$ cat src/sv/egp_pkg.sv
// Shared types and constants of the GBM Euler path payoff engine.
// No dependencies.
package egp_pkg;

  localparam int unsigned SPOT_W     = 32;
  localparam int unsigned SHOCK_W    = 16;
  localparam int unsigned COEF_W     = 31;
  localparam int unsigned CFG_ADDR_W = 3;
  localparam int unsigned CFG_DATA_W = 32;
  // shared multiplier operand and rounded result widths
  localparam int unsigned MUL_A_W    = 34;
  localparam int unsigned MUL_B_W    = 32;
  localparam int unsigned RND_W      = 36;

  localparam logic [SPOT_W-1:0] SPOT_MAX       = '1;
  localparam logic [SPOT_W-1:0] START_SPOT_RST = 32'd6553600;
  localparam logic [SPOT_W-1:0] STRIKE_RST     = 32'd6553600;
  localparam logic [COEF_W-1:0] DISCOUNT_RST   = 31'd1073741824;

  // configuration register indexes
  typedef enum logic [CFG_ADDR_W-1:0] {
    REG_START_SPOT  = 3'd0,
    REG_DRIFT_DT    = 3'd1,
    REG_VOL_SQRT_DT = 3'd2,
    REG_STRIKE      = 3'd3,
    REG_IS_CALL     = 3'd4,
    REG_ANTITHETIC  = 3'd5,
    REG_DISCOUNT    = 3'd6
  } egp_reg_e;

  // rounding shift applied to a product
  typedef enum logic [1:0] {
    SH_13,
    SH_30,
    SH_31
  } egp_shift_e;

  typedef struct packed {
    logic        en;
    egp_shift_e  sh;
  } egp_mul_ctl_t;

  typedef struct packed {
    logic [SPOT_W-1:0]        start_spot;
    logic signed [SPOT_W-1:0] drift_dt;
    logic [COEF_W-1:0]        vol_sqrt_dt;
    logic [SPOT_W-1:0]        strike;
    logic                     is_call;
    logic                     antithetic_mode;
    logic [COEF_W-1:0]        discount;
  } egp_cfg_t;

endpackage

$ cat src/sv/egp_cfg.sv
// Configuration register file of the path payoff engine.
// Depends on egp_pkg.
module egp_cfg
  import egp_pkg::*;
(
  input  logic                  clk_i,
  input  logic                  rst_ni,
  input  logic                  cfg_we_i,
  input  logic [CFG_ADDR_W-1:0] cfg_addr_i,
  input  logic [CFG_DATA_W-1:0] cfg_wdata_i,
  output egp_cfg_t              cfg_o
);

  egp_cfg_t cfg_q;

  // register writes; unknown indexes are dropped
  always_ff @(posedge clk_i or negedge rst_ni) begin
    if (!rst_ni) begin
      cfg_q.start_spot      <= START_SPOT_RST;
      cfg_q.drift_dt        <= '0;
      cfg_q.vol_sqrt_dt     <= '0;
      cfg_q.strike          <= STRIKE_RST;
      cfg_q.is_call         <= 1'b1;
      cfg_q.antithetic_mode <= 1'b0;
      cfg_q.discount        <= DISCOUNT_RST;
    end else if (cfg_we_i) begin
      unique case (cfg_addr_i)
        REG_START_SPOT:  cfg_q.start_spot      <= cfg_wdata_i;
        REG_DRIFT_DT:    cfg_q.drift_dt        <= cfg_wdata_i;
        REG_VOL_SQRT_DT: cfg_q.vol_sqrt_dt     <= cfg_wdata_i[COEF_W-1:0];
        REG_STRIKE:      cfg_q.strike          <= cfg_wdata_i;
        REG_IS_CALL:     cfg_q.is_call         <= cfg_wdata_i[0];
        REG_ANTITHETIC:  cfg_q.antithetic_mode <= cfg_wdata_i[0];
        REG_DISCOUNT:    cfg_q.discount        <= cfg_wdata_i[COEF_W-1:0];
        default: ;
      endcase
    end
  end

  assign cfg_o = cfg_q;

endmodule

$ cat src/sv/egp_mul.sv
// Shared multiply unit: registered unsigned product, then round half up
// and shift right by a selectable amount. Depends on egp_pkg.
module egp_mul
  import egp_pkg::*;
(
  input  logic               clk_i,
  input  egp_mul_ctl_t       ctl_i,
  input  logic [MUL_A_W-1:0] a_i,
  input  logic [MUL_B_W-1:0] b_i,
  output logic [RND_W-1:0]   rnd_o
);

  localparam int unsigned PROD_W = MUL_A_W + MUL_B_W;

  logic [PROD_W-1:0] prod_q;
  logic [PROD_W:0]   rnd_wide;

  // product register, loaded when the sequencer issues an operation
  always_ff @(posedge clk_i) begin
    if (ctl_i.en) begin
      prod_q <= a_i * b_i;
    end
  end

  // round half up on the magnitude, then shift
  always_comb begin
    unique case (ctl_i.sh)
      SH_13:   rnd_wide = ({1'b0, prod_q} + ((PROD_W+1)'(1) << 12)) >> 13;
      SH_31:   rnd_wide = ({1'b0, prod_q} + ((PROD_W+1)'(1) << 30)) >> 31;
      default: rnd_wide = ({1'b0, prod_q} + ((PROD_W+1)'(1) << 29)) >> 30;
    endcase
  end

  assign rnd_o = rnd_wide[RND_W-1:0];

endmodule

$ cat src/sv/euler_gbm_path_payoff.sv
// Channel   Dir  Width  Contents
// s_axis    in   16+1   tdata: normal_shock; tlast: last_step
// m_axis    out  64     tdata: payoff_sample, terminal_spot
// cfg       in   3+32   register index, write data
//
// The engine takes no new shock until it is done with the last one and is back
// in idle; the last step of a path also waits for the output register. Six
// multiplications per step (drift, volatility, shock for each path) and one
// for the payoff pass through the single multiplier.
// Reset loads the register defaults and the start spot into both paths.
// A held result stalls only the final payoff write-back.
// Top level of the GBM Euler path payoff engine.
// Depends on egp_pkg, egp_cfg and egp_mul.
module euler_gbm_path_payoff
  import egp_pkg::*;
(
  input  logic                  clk_i,
  input  logic                  rst_ni,
  input  logic                  cfg_we_i,
  input  logic [CFG_ADDR_W-1:0] cfg_addr_i,
  input  logic [CFG_DATA_W-1:0] cfg_wdata_i,
  input  logic                  s_axis_tvalid,
  output logic                  s_axis_tready,
  input  logic [SHOCK_W-1:0]    s_axis_tdata,   // [15:0] normal_shock
  input  logic                  s_axis_tlast,   // last_step
  output logic                  m_axis_tvalid,
  input  logic                  m_axis_tready,
  output logic [2*SPOT_W-1:0]   m_axis_tdata    // [31:0] payoff_sample, [63:32] terminal_spot
);

  localparam int unsigned ACC_W = RND_W + 2;

  typedef enum logic [2:0] {
    ST_IDLE,
    ST_MUL,
    ST_RND,
    ST_PREP,
    ST_OUT
  } state_e;

  typedef enum logic [2:0] {
    OP_D_PLUS,
    OP_T_PLUS,
    OP_V_PLUS,
    OP_D_MINUS,
    OP_T_MINUS,
    OP_V_MINUS,
    OP_PAY
  } op_e;

  egp_cfg_t     cfg;
  egp_mul_ctl_t mul_ctl;
  state_e       state_q;
  op_e          op_q;

  logic [SPOT_W-1:0]        plus_q, minus_q;
  logic                     m_valid_q;
  logic [2*SPOT_W-1:0]      m_data_q;
  logic [SHOCK_W-1:0]       zmag_q;
  logic                     zneg_q, last_q;
  logic signed [ACC_W-1:0]  acc_q, acc_step;
  logic [MUL_A_W-1:0]       t_q, mul_a;
  logic [SPOT_W:0]          p_q;
  logic [SPOT_W-1:0]        pay_q;
  logic [MUL_B_W-1:0]       mul_b;
  logic [RND_W-1:0]         rnd;
  logic [SPOT_W-1:0]        dmag, van_plus, van_minus, step_spot;
  logic                     dneg, v_sub, start_wr, out_free;

  // clamp a signed spot to the unsigned Q16.16 range
  function automatic logic [SPOT_W-1:0] clamp_spot(input logic signed [ACC_W-1:0] x);
    logic [SPOT_W-1:0] r;
    if (x <= 0) begin
      r = '0;
    end else if (x[ACC_W-1:SPOT_W] != '0) begin
      r = SPOT_MAX;
    end else begin
      r = x[SPOT_W-1:0];
    end
    return r;
  endfunction

  function automatic logic [SPOT_W-1:0] vanilla(input logic [SPOT_W-1:0] s,
                                                input logic [SPOT_W-1:0] k,
                                                input logic call);
    logic [SPOT_W-1:0] r;
    if (call) begin
      r = (s > k) ? s - k : '0;
    end else begin
      r = (k > s) ? k - s : '0;
    end
    return r;
  endfunction

  egp_cfg u_cfg (
    .clk_i       (clk_i),
    .rst_ni      (rst_ni),
    .cfg_we_i    (cfg_we_i),
    .cfg_addr_i  (cfg_addr_i),
    .cfg_wdata_i (cfg_wdata_i),
    .cfg_o       (cfg)
  );

  // drift magnitude; the most negative value gives 2^31 unwrapped
  assign dneg = cfg.drift_dt[SPOT_W-1];
  assign dmag = dneg ? (~cfg.drift_dt + 1'b1) : cfg.drift_dt;

  assign step_spot = (op_q == OP_D_PLUS || op_q == OP_T_PLUS) ? plus_q : minus_q;

  // operand select for the shared multiplier
  always_comb begin
    mul_ctl.en = (state_q == ST_MUL);
    mul_ctl.sh = SH_30;
    unique case (op_q)
      OP_D_PLUS, OP_D_MINUS: begin
        mul_a = {2'b0, dmag};
        mul_b = step_spot;
      end
      OP_T_PLUS, OP_T_MINUS: begin
        mul_a = {3'b0, cfg.vol_sqrt_dt};
        mul_b = step_spot;
      end
      OP_V_PLUS, OP_V_MINUS: begin
        mul_a = t_q;
        mul_b = {16'b0, zmag_q};
        mul_ctl.sh = SH_13;
      end
      default: begin
        mul_a = {1'b0, p_q};
        mul_b = {1'b0, cfg.discount};
        mul_ctl.sh = cfg.antithetic_mode ? SH_31 : SH_30;
      end
    endcase
  end

  egp_mul u_mul (
    .clk_i (clk_i),
    .ctl_i (mul_ctl),
    .a_i   (mul_a),
    .b_i   (mul_b),
    .rnd_o (rnd)
  );

  // shock term: minus path sees the mirrored sign
  assign v_sub    = (op_q == OP_V_PLUS) ? zneg_q : !zneg_q;
  assign acc_step = v_sub ? acc_q - $signed({2'b0, rnd}) : acc_q + $signed({2'b0, rnd});

  assign van_plus  = vanilla(plus_q, cfg.strike, cfg.is_call);
  assign van_minus = vanilla(minus_q, cfg.strike, cfg.is_call);
  assign start_wr  = cfg_we_i && (cfg_addr_i == REG_START_SPOT);
  assign out_free  = !m_valid_q || m_axis_tready;

  // sequencer, spot state and output valid
  always_ff @(posedge clk_i or negedge rst_ni) begin
    if (!rst_ni) begin
      state_q   <= ST_IDLE;
      op_q      <= OP_D_PLUS;
      plus_q    <= START_SPOT_RST;
      minus_q   <= START_SPOT_RST;
      m_valid_q <= 1'b0;
    end else begin
      unique case (state_q)
        ST_IDLE: begin
          if (s_axis_tvalid) begin
            op_q    <= OP_D_PLUS;
            state_q <= ST_MUL;
          end
        end
        ST_MUL: state_q <= ST_RND;
        ST_RND: begin
          unique case (op_q)
            OP_D_PLUS: begin
              op_q    <= OP_T_PLUS;
              state_q <= ST_MUL;
            end
            OP_T_PLUS: begin
              op_q    <= OP_V_PLUS;
              state_q <= ST_MUL;
            end
            OP_V_PLUS: begin
              op_q    <= OP_D_MINUS;
              state_q <= ST_MUL;
            end
            OP_D_MINUS: begin
              op_q    <= OP_T_MINUS;
              state_q <= ST_MUL;
            end
            OP_T_MINUS: begin
              op_q    <= OP_V_MINUS;
              state_q <= ST_MUL;
            end
            OP_V_MINUS: state_q <= last_q ? ST_PREP : ST_IDLE;
            default:    state_q <= ST_OUT;
          endcase
        end
        ST_PREP: begin
          op_q    <= OP_PAY;
          state_q <= ST_MUL;
        end
        default: begin
          // wait for a free output register
          if (out_free) begin
            state_q <= ST_IDLE;
          end
        end
      endcase

      // output valid: posted from the payoff state, dropped on a transfer out
      if (state_q == ST_OUT && out_free) begin
        m_valid_q <= 1'b1;
      end else if (m_axis_tready) begin
        m_valid_q <= 1'b0;
      end

      // spot registers; a start spot write or a posted payoff restarts both paths
      if (start_wr) begin
        plus_q  <= cfg_wdata_i;
        minus_q <= cfg_wdata_i;
      end else if (state_q == ST_OUT && out_free) begin
        plus_q  <= cfg.start_spot;
        minus_q <= cfg.start_spot;
      end else if (state_q == ST_RND && op_q == OP_V_PLUS) begin
        plus_q <= clamp_spot(acc_step);
      end else if (state_q == ST_RND && op_q == OP_V_MINUS) begin
        minus_q <= clamp_spot(acc_step);
      end
    end
  end

  // payload registers
  always_ff @(posedge clk_i) begin
    if (state_q == ST_IDLE && s_axis_tvalid) begin
      zneg_q <= s_axis_tdata[SHOCK_W-1];
      zmag_q <= s_axis_tdata[SHOCK_W-1] ? (~s_axis_tdata + 1'b1) : s_axis_tdata;
      last_q <= s_axis_tlast;
    end
    if (state_q == ST_RND) begin
      if (op_q == OP_D_PLUS || op_q == OP_D_MINUS) begin
        acc_q <= dneg ? $signed({6'b0, step_spot}) - $signed({2'b0, rnd})
                      : $signed({6'b0, step_spot}) + $signed({2'b0, rnd});
      end
      if (op_q == OP_T_PLUS || op_q == OP_T_MINUS) begin
        t_q <= rnd[MUL_A_W-1:0];
      end
      if (op_q == OP_PAY) begin
        pay_q <= (rnd[RND_W-1:SPOT_W] != '0) ? SPOT_MAX : rnd[SPOT_W-1:0];
      end
    end
    if (state_q == ST_PREP) begin
      p_q <= cfg.antithetic_mode ? {1'b0, van_plus} + {1'b0, van_minus}
                                 : {1'b0, van_plus};
    end
    if (state_q == ST_OUT && out_free) begin
      m_data_q <= {plus_q, pay_q};
    end
  end

  assign s_axis_tready = (state_q == ST_IDLE);
  assign m_axis_tvalid = m_valid_q;
  assign m_axis_tdata  = m_data_q;

endmodule

$ cat config.mk
export PLATFORM = sky130hd
export DESIGN_NAME = euler_gbm_path_payoff
export DESIGN_NICKNAME = d
export VERILOG_FILES = /design/src/sv/egp_pkg.sv /design/src/sv/egp_cfg.sv /design/src/sv/egp_mul.sv /design/src/sv/euler_gbm_path_payoff.sv
export SDC_FILE = /design/constraint.sdc
export NUM_CORES = 2
export LEC_CHECK = 0
export BUFFER_PORTS_ARGS = -buffer_cell sky130_fd_sc_hd__clkbuf_2
export CAP_MARGIN = 20
export CORE_MARGIN = 2
export CORE_UTILIZATION = 55
export CTS_CLUSTER_SIZE = 16
export DETAILED_ROUTE_END_ITERATION = 12
export GPL_TIMING_DRIVEN = 0
export PLACE_DENSITY = 0.72
export SYNTH_ARGS = -nofsm -noshare
export SYNTH_HDL_FRONTEND = slang
export SYNTH_SLANG_ARGS = --single-unit
$ cat constraint.sdc
create_clock -name clk_i -period 11.4 [get_ports clk_i]
set_input_delay 0 -clock clk_i [delete_from_list [all_inputs] [get_ports clk_i]]
set_output_delay 0 -clock clk_i [all_outputs]
set_load 0.02 [all_outputs]
; ---- Yosys cells after proc, flatten, opt, wreduce, memory -nomap -nowiden
; Index checks and enable logic that the tools add are counted.
[totals]
word_cells = 142
reg_bits = 516
[op_classes]
eq_ne = 20
n_mul = 1
addsub = 14
reduce_logical = 40
mux = 37
order_cmp = 5
bitwise = 2
[ops]
columns = op, count
row1 = $mux W32, 18
row2 = $gt A32 B32 Y1, 4
row3 = $sub A32 B32 Y32, 4
row4 = $pmux W34 S3, 1
row5 = $mux W38, 2
row6 = $pmux W36 S2, 1
row7 = $add A66 B31 Y67 const B, 1
row8 = $add A66 B30 Y66 const B, 1
row9 = $mul A34 B32 Y66, 1
row10 = $pmux W32 S2, 1
row11 = $add A49 B13 Y49 const B, 1
row12 = $add A38 B37 Y38, 1
row13 = $le A38 B1 Y1 const B, 1
row14 = $sub A38 B37 Y38, 1
row15 = $add A32 B36 Y37, 1
row16 = $sub A32 B36 Y37, 1
row17 = $add A32 B32 Y33, 1
row18 = $add A32 B1 Y32 const B, 1
row19 = $not A32 Y32, 1
row20 = $reduce_and A2 Y1, 12
row21 = $eq A3 B3 Y1 const B, 7
row22 = $eq A3 B2 Y1 const B, 6
row23 = $add A16 B1 Y16 const B, 1
row24 = $not A16 Y16, 1
row25 = other kinds (28), 49

; ---- Longest topological paths before layout
[logic_depth]
word_depth = 14
mapped_depth = 42

; ---- Modules after synthesis
; A second synthesis with hierarchy kept.
[hier_totals]
hier_cells = 8089
hier_area_um2 = 73500.5
[by_module_without_submodules]
columns = mod, area_per_inst_um2, cells_per_inst, instances
row1 = egp_mul, 37557.3, 4103, 1
row2 = euler_gbm_path_payoff, 29888.7, 3642, 1
row3 = egp_cfg, 6054.6, 344, 1

; ---- Least setup slack after synthesis
; No wires, ideal clock.
[synth_timing]
path_kind = flip-flop to flip-flop
start = register u_cfg.cfg_q, in the netlist u_cfg.cfg_o[104]
end = register u_mul.prod_q[61] (data pin)
t_arrival_ps = 10186
path_slack_ps = 956
required_time_ps = 11142
stages_incl_launch_ff = 39
period_less_slack_ps = 10444
path_cell_list = dfrtp_1 or4_1 nor3_2 nand3_1 or4_1 or3_1 o41ai_1 xor2_1 a211oi_1 a21o_1 mux2i_1 buf_2 nor2_1 fa_1 fa_1 fa_1 inv_1 fa_1 [3 not listed] fa_1 inv_1 fa_1 inv_1 ha_1 clkbuf_1 a21oi_1 o21ai_0 a211oi_1 o21bai_1 or3_1 a31oi_1 a21oi_2 o21ai_1 and2_1 o21bai_1 a211o_1 xor2_1
[synth_via]
elab_chain_cells = 5
[synth_rtl]
columns = item, line
row1 = start: declaration, egp_cfg.sv:14  ; egp_cfg_t cfg_q;
row2 = $not A32 Y32, euler_gbm_path_payoff.sv:106  ; assign dmag = dneg ? (~cfg.drift_dt + 1'b1) : cfg.drift_dt;
row3 = $add A32 B1 Y32, euler_gbm_path_payoff.sv:106
row4 = $mux W32 (*), euler_gbm_path_payoff.sv:106
row5 = $pmux W34 S3 (*), euler_gbm_path_payoff.sv:114  ; unique case (op_q)
row6 = $mul A34 B32 Y66 (*), egp_mul.sv:21  ; prod_q <= a_i * b_i;
row7 = end signal: assignment, egp_mul.sv:21
row8 = end: declaration, egp_mul.sv:15  ; logic [PROD_W-1:0] prod_q;
; Every way passes the cells marked *; elsewhere a longest branch is shown, timed or not.
; A chain may end at the register's enable or synchronous reset.

; ---- Worst setup path after layout
[layout_timing]
start = register op_q[1]
end = register u_mul.prod_q[35] (data pin)
[layout_via]
elab_chain_cells = 5
elab_cells_between_ends = 15
[layout_rtl]
columns = item, line
row1 = start: declaration, euler_gbm_path_payoff.sv:54  ; op_e op_q;
row2 = start signal: assignment, euler_gbm_path_payoff.sv:157  ; op_q <= OP_D_PLUS;
row3 = start signal: assignment, euler_gbm_path_payoff.sv:165  ; op_q <= OP_D_PLUS;
row4 = start signal: assignment, euler_gbm_path_payoff.sv:173  ; op_q <= OP_T_PLUS;
row5 = $eq A3 B1 Y1 / $logic_not A3 Y1 (equally long branches), "euler_gbm_path_payoff.sv:108, euler_gbm_path_payoff.sv:114"
row6 = $logic_or A1 B1 Y1, euler_gbm_path_payoff.sv:108  ; assign step_spot = (op_q == OP_D_PLUS || op_q == OP_T_PLUS) ? plus_q : minus_q;
row7 = $mux W32, euler_gbm_path_payoff.sv:108
row8 = $pmux W32 S2, euler_gbm_path_payoff.sv:114
row9 = $mul A34 B32 Y66 (*), egp_mul.sv:21
; Marks and branches as above.

==> results.ini <==
[layout]
drive_gt1_frac = 0.115
fill_cells = 11200
syn2layout_area_growth_pct = 10.6
regArea_um2 = 14000
fin_nets = 9755
multiInputGateArea_um2 = 52600

[min_path]
min_path_cells = 2
min_from = s_axis_tlast
min_path_type = primary input to register
whs_endpoint = last_q

[cts]
cts-htree-levels = 2
clk_path_buf_depth = 3
clock_latency_ps = 660
cts-buffers-inserted = 53
clkSinkCount = 504
clockRootBuffer = clkbuf_16
clkSlewWorstSetupHoldPaths_ps = 60
cts_tree = built

[job]
cap_violations = 0

[routing]
num_vias = 64900
firstDrtPassIters = 12
first_iter_violations = 8586
route.detailed.drc = 1
vias_per_cell = 6.47
ant_nets = 0
post_drt_wl_per_cell_um = 30.7
wl_um = 307000

[worst_setup_path]
crit_path_frequent_cell = fa_1
cp.required_ps = 11790
r2r_start = op_q[1]
crit_path_start_kind = register
reg2reg_to = u_mul.prod_q[35]
worstPathArrival_ps = 11850
slowest_stage = o21bai_2
r2r_setup_slack_ps = -60
slowest_delay_ps = 880
rr_worst_depth = 33
crit_path_end_kind = register
worst-path-max-fanout = 10
crit_type = register to register

[global_routing]
grt_max_degree = 95
grt_overflow_total = 0
grt.total_usage = 0.462
grt_antenna_before_repair = 47
grt_pass1_wl_um = 438000
grt_pass1_vias = 63100

[floorplan]
std_cell_rows = 132
die_h_um = 365
core_um2 = 129000
fp.dieW_um = 365
die-area_um2 = 133000
num_io_pins = 123
initial_core_util = 0.554

[run_status]
violations = DRC, setup timing
status = finished with violations

[sta]
hold_viol = 0
worst_slew_pin_slew_ps = 1270
setup_viol = 3
slew_viol_final = 0
tns_ps = -91.0
period_minus_slack_ps = 11460
fin_ws_ps = -55.6
rsz0062_at_grt = true
fmax_mhz = 87.3
period_share = 1.00
relSlewSlack = 0.150
fin_skew_ps = 40.1

[logic_synthesis]
synthesis.area_um2 = 71600
ys_warn_count = 0
synth_cell_types = 112
synth_edf_count = 273
ys.flop_type = edfxtp_1
synth-async-reset-ratio = 0.458
seq_area_frac_synth = 0.195
ys_seq_elements = 504
synth_area_per_cell_um2 = 9.10
netlist_instances = 7866

[placed_design]
port-buffer-count = 120
place_congestion = 1.10
hpwl_um = 252000

[stage by stage]
stage	util	hold WS, ps	instances	instance area (µm²)	setup WS [ps]
after floorplan	-	-296	7881	71700	956
after global placement	0.576	189	9743	74400	-2720
after detailed placement	0.583	24.4	9820	75500	-2370
after CTS	0.608	22.7	9987	78700	1.45
after global routing	0.612	54.4	9999	79100	-25.1
final	0.612	87.6	10000	79200	-55.6
[layer usage]
layer  up-vias  GRT usage  part of all wire
met5         -    0.00182            0.0011
met4        44      0.261             0.070
met3      1122      0.174              0.15
met1     32200      0.596              0.37
met2      4716      0.666              0.42
li1      26800          -                 -
[sequential cells by signal, summed over array words and instances (netlist names)]
register	flops
u_cfg.cfg_o	160
last_q	1
pay_q	32
plus_q	32
t_q	34
acc_q	38
zneg_q	1
minus_q	32
op_q	3
m_axis_tdata	64
u_mul.prod_q	54
state_q	3
m_axis_tvalid	1
p_q	33
zmag_q	16
[cell type report]
cell class / count / share of cell area
Clock inverter: 28 / 0.00281
Clock buffer: 71 / 0.0189
Multi-Input combinational cell: 5834 / 0.665
Buffer: 379 / 0.0235
Tap cell: 1742 / 0.0275
Sequential cell: 504 / 0.177
Timing Repair Buffer: 288 / 0.0305
Inverter: 1148 / 0.0545
Antenna cell: 29 / 0.000917
[cell families (layout without fill, tap and decap cells)]
| logic type | Yosys count | count (layout) | synth area share |
|---|---|---|---|
| AND/OR/NAND/NOR | 2265 | 2265 | 0.144 |
| buffers and inverters | 1543 | 1914 | 0.0827 |
| AO/OA/AOI/OAI | 1546 | 1546 | 0.144 |
| XOR/XNOR | 259 | 259 | 0.0324 |
| flip-flops | 504 | 504 | 0.195 |
| adder cells (fa/ha/maj) | 1490 | 1490 | 0.361 |
| other | 2 | 46 | 0.000105 |
| multiplexers | 257 | 257 | 0.0400 |
[how the worst max path moves through the flow]
stage	start	end	slack, ps	cells past startpoint
after floorplan	u_cfg.cfg_o[104]	u_mul.prod_q[61]	960	38
after global placement	op_q[2]	u_mul.prod_q[46]	-2720	38
after detailed placement	op_q[2]	u_mul.prod_q[46]	-2370	38
after CTS	u_cfg.cfg_o[104]	u_mul.prod_q[61]	1	40
after global routing	u_cfg.cfg_o[104]	u_mul.prod_q[61]	-30	35
final	op_q[1]	u_mul.prod_q[35]	-60	33
[cell usage in the layout (no fill, tap or decap), drive strengths merged, types with 42 or more instances in the layout]
cell type / count
ha: 527
a21o: 165
a31oi: 93
edfxtp: 273
nand3: 102
o22ai: 51
a211oi: 50
buf: 172
fa: 963
o21ai: 279
mux2: 193
xor2: 91
mux2i: 60
nand2: 686
nand2b: 127
o21bai: 69
a221oi: 45
nor3: 63
inv: 1150
dlygate4sd3: 68
o21a: 65
clkbuf: 498
a21oi: 384
xnor2: 167
dfrtp: 217
a22oi: 52
nor2: 957
o31ai: 42
[timing repair]
action	4_1_cts	5_1_grt
resized for setup	260	117
endpoints found under the hold margin	323	0
pin swaps	4	13
buffers inserted	11	9
hold buffers	69	0
setup endpoints to repair	51	34
[critical path: cells and delay by family (launching register included)]
family | cells | cell delay (ps)
AO/OA/AOI/OAI | 11 | 3390
XOR/XNOR | 1 | 240
adder cells (fa/ha/maj) | 9 | 4350
buffers and inverters | 10 | 2570
flip-flops | 1 | 370
AND/OR/NAND/NOR | 2 | 240
[synthesized netlist by cell type (165+ instances only)]
library cell,instances,share of area
a21oi_1,382,0.027
ha_1,527,0.092
xnor2_1,166,0.020
o21ai_0,264,0.018
inv_1,1145,0.060
a21o_1,165,0.017
dfrtp_1,217,0.076
nor2_1,955,0.050
edfxtp_1,273,0.11
nand2_1,685,0.036
clkbuf_1,321,0.017
fa_1,963,0.27
mux2_2,193,0.030
Power is not shown: default switching activity piles up to over one toggle a cycle in this logic, so the estimate is an artifact.
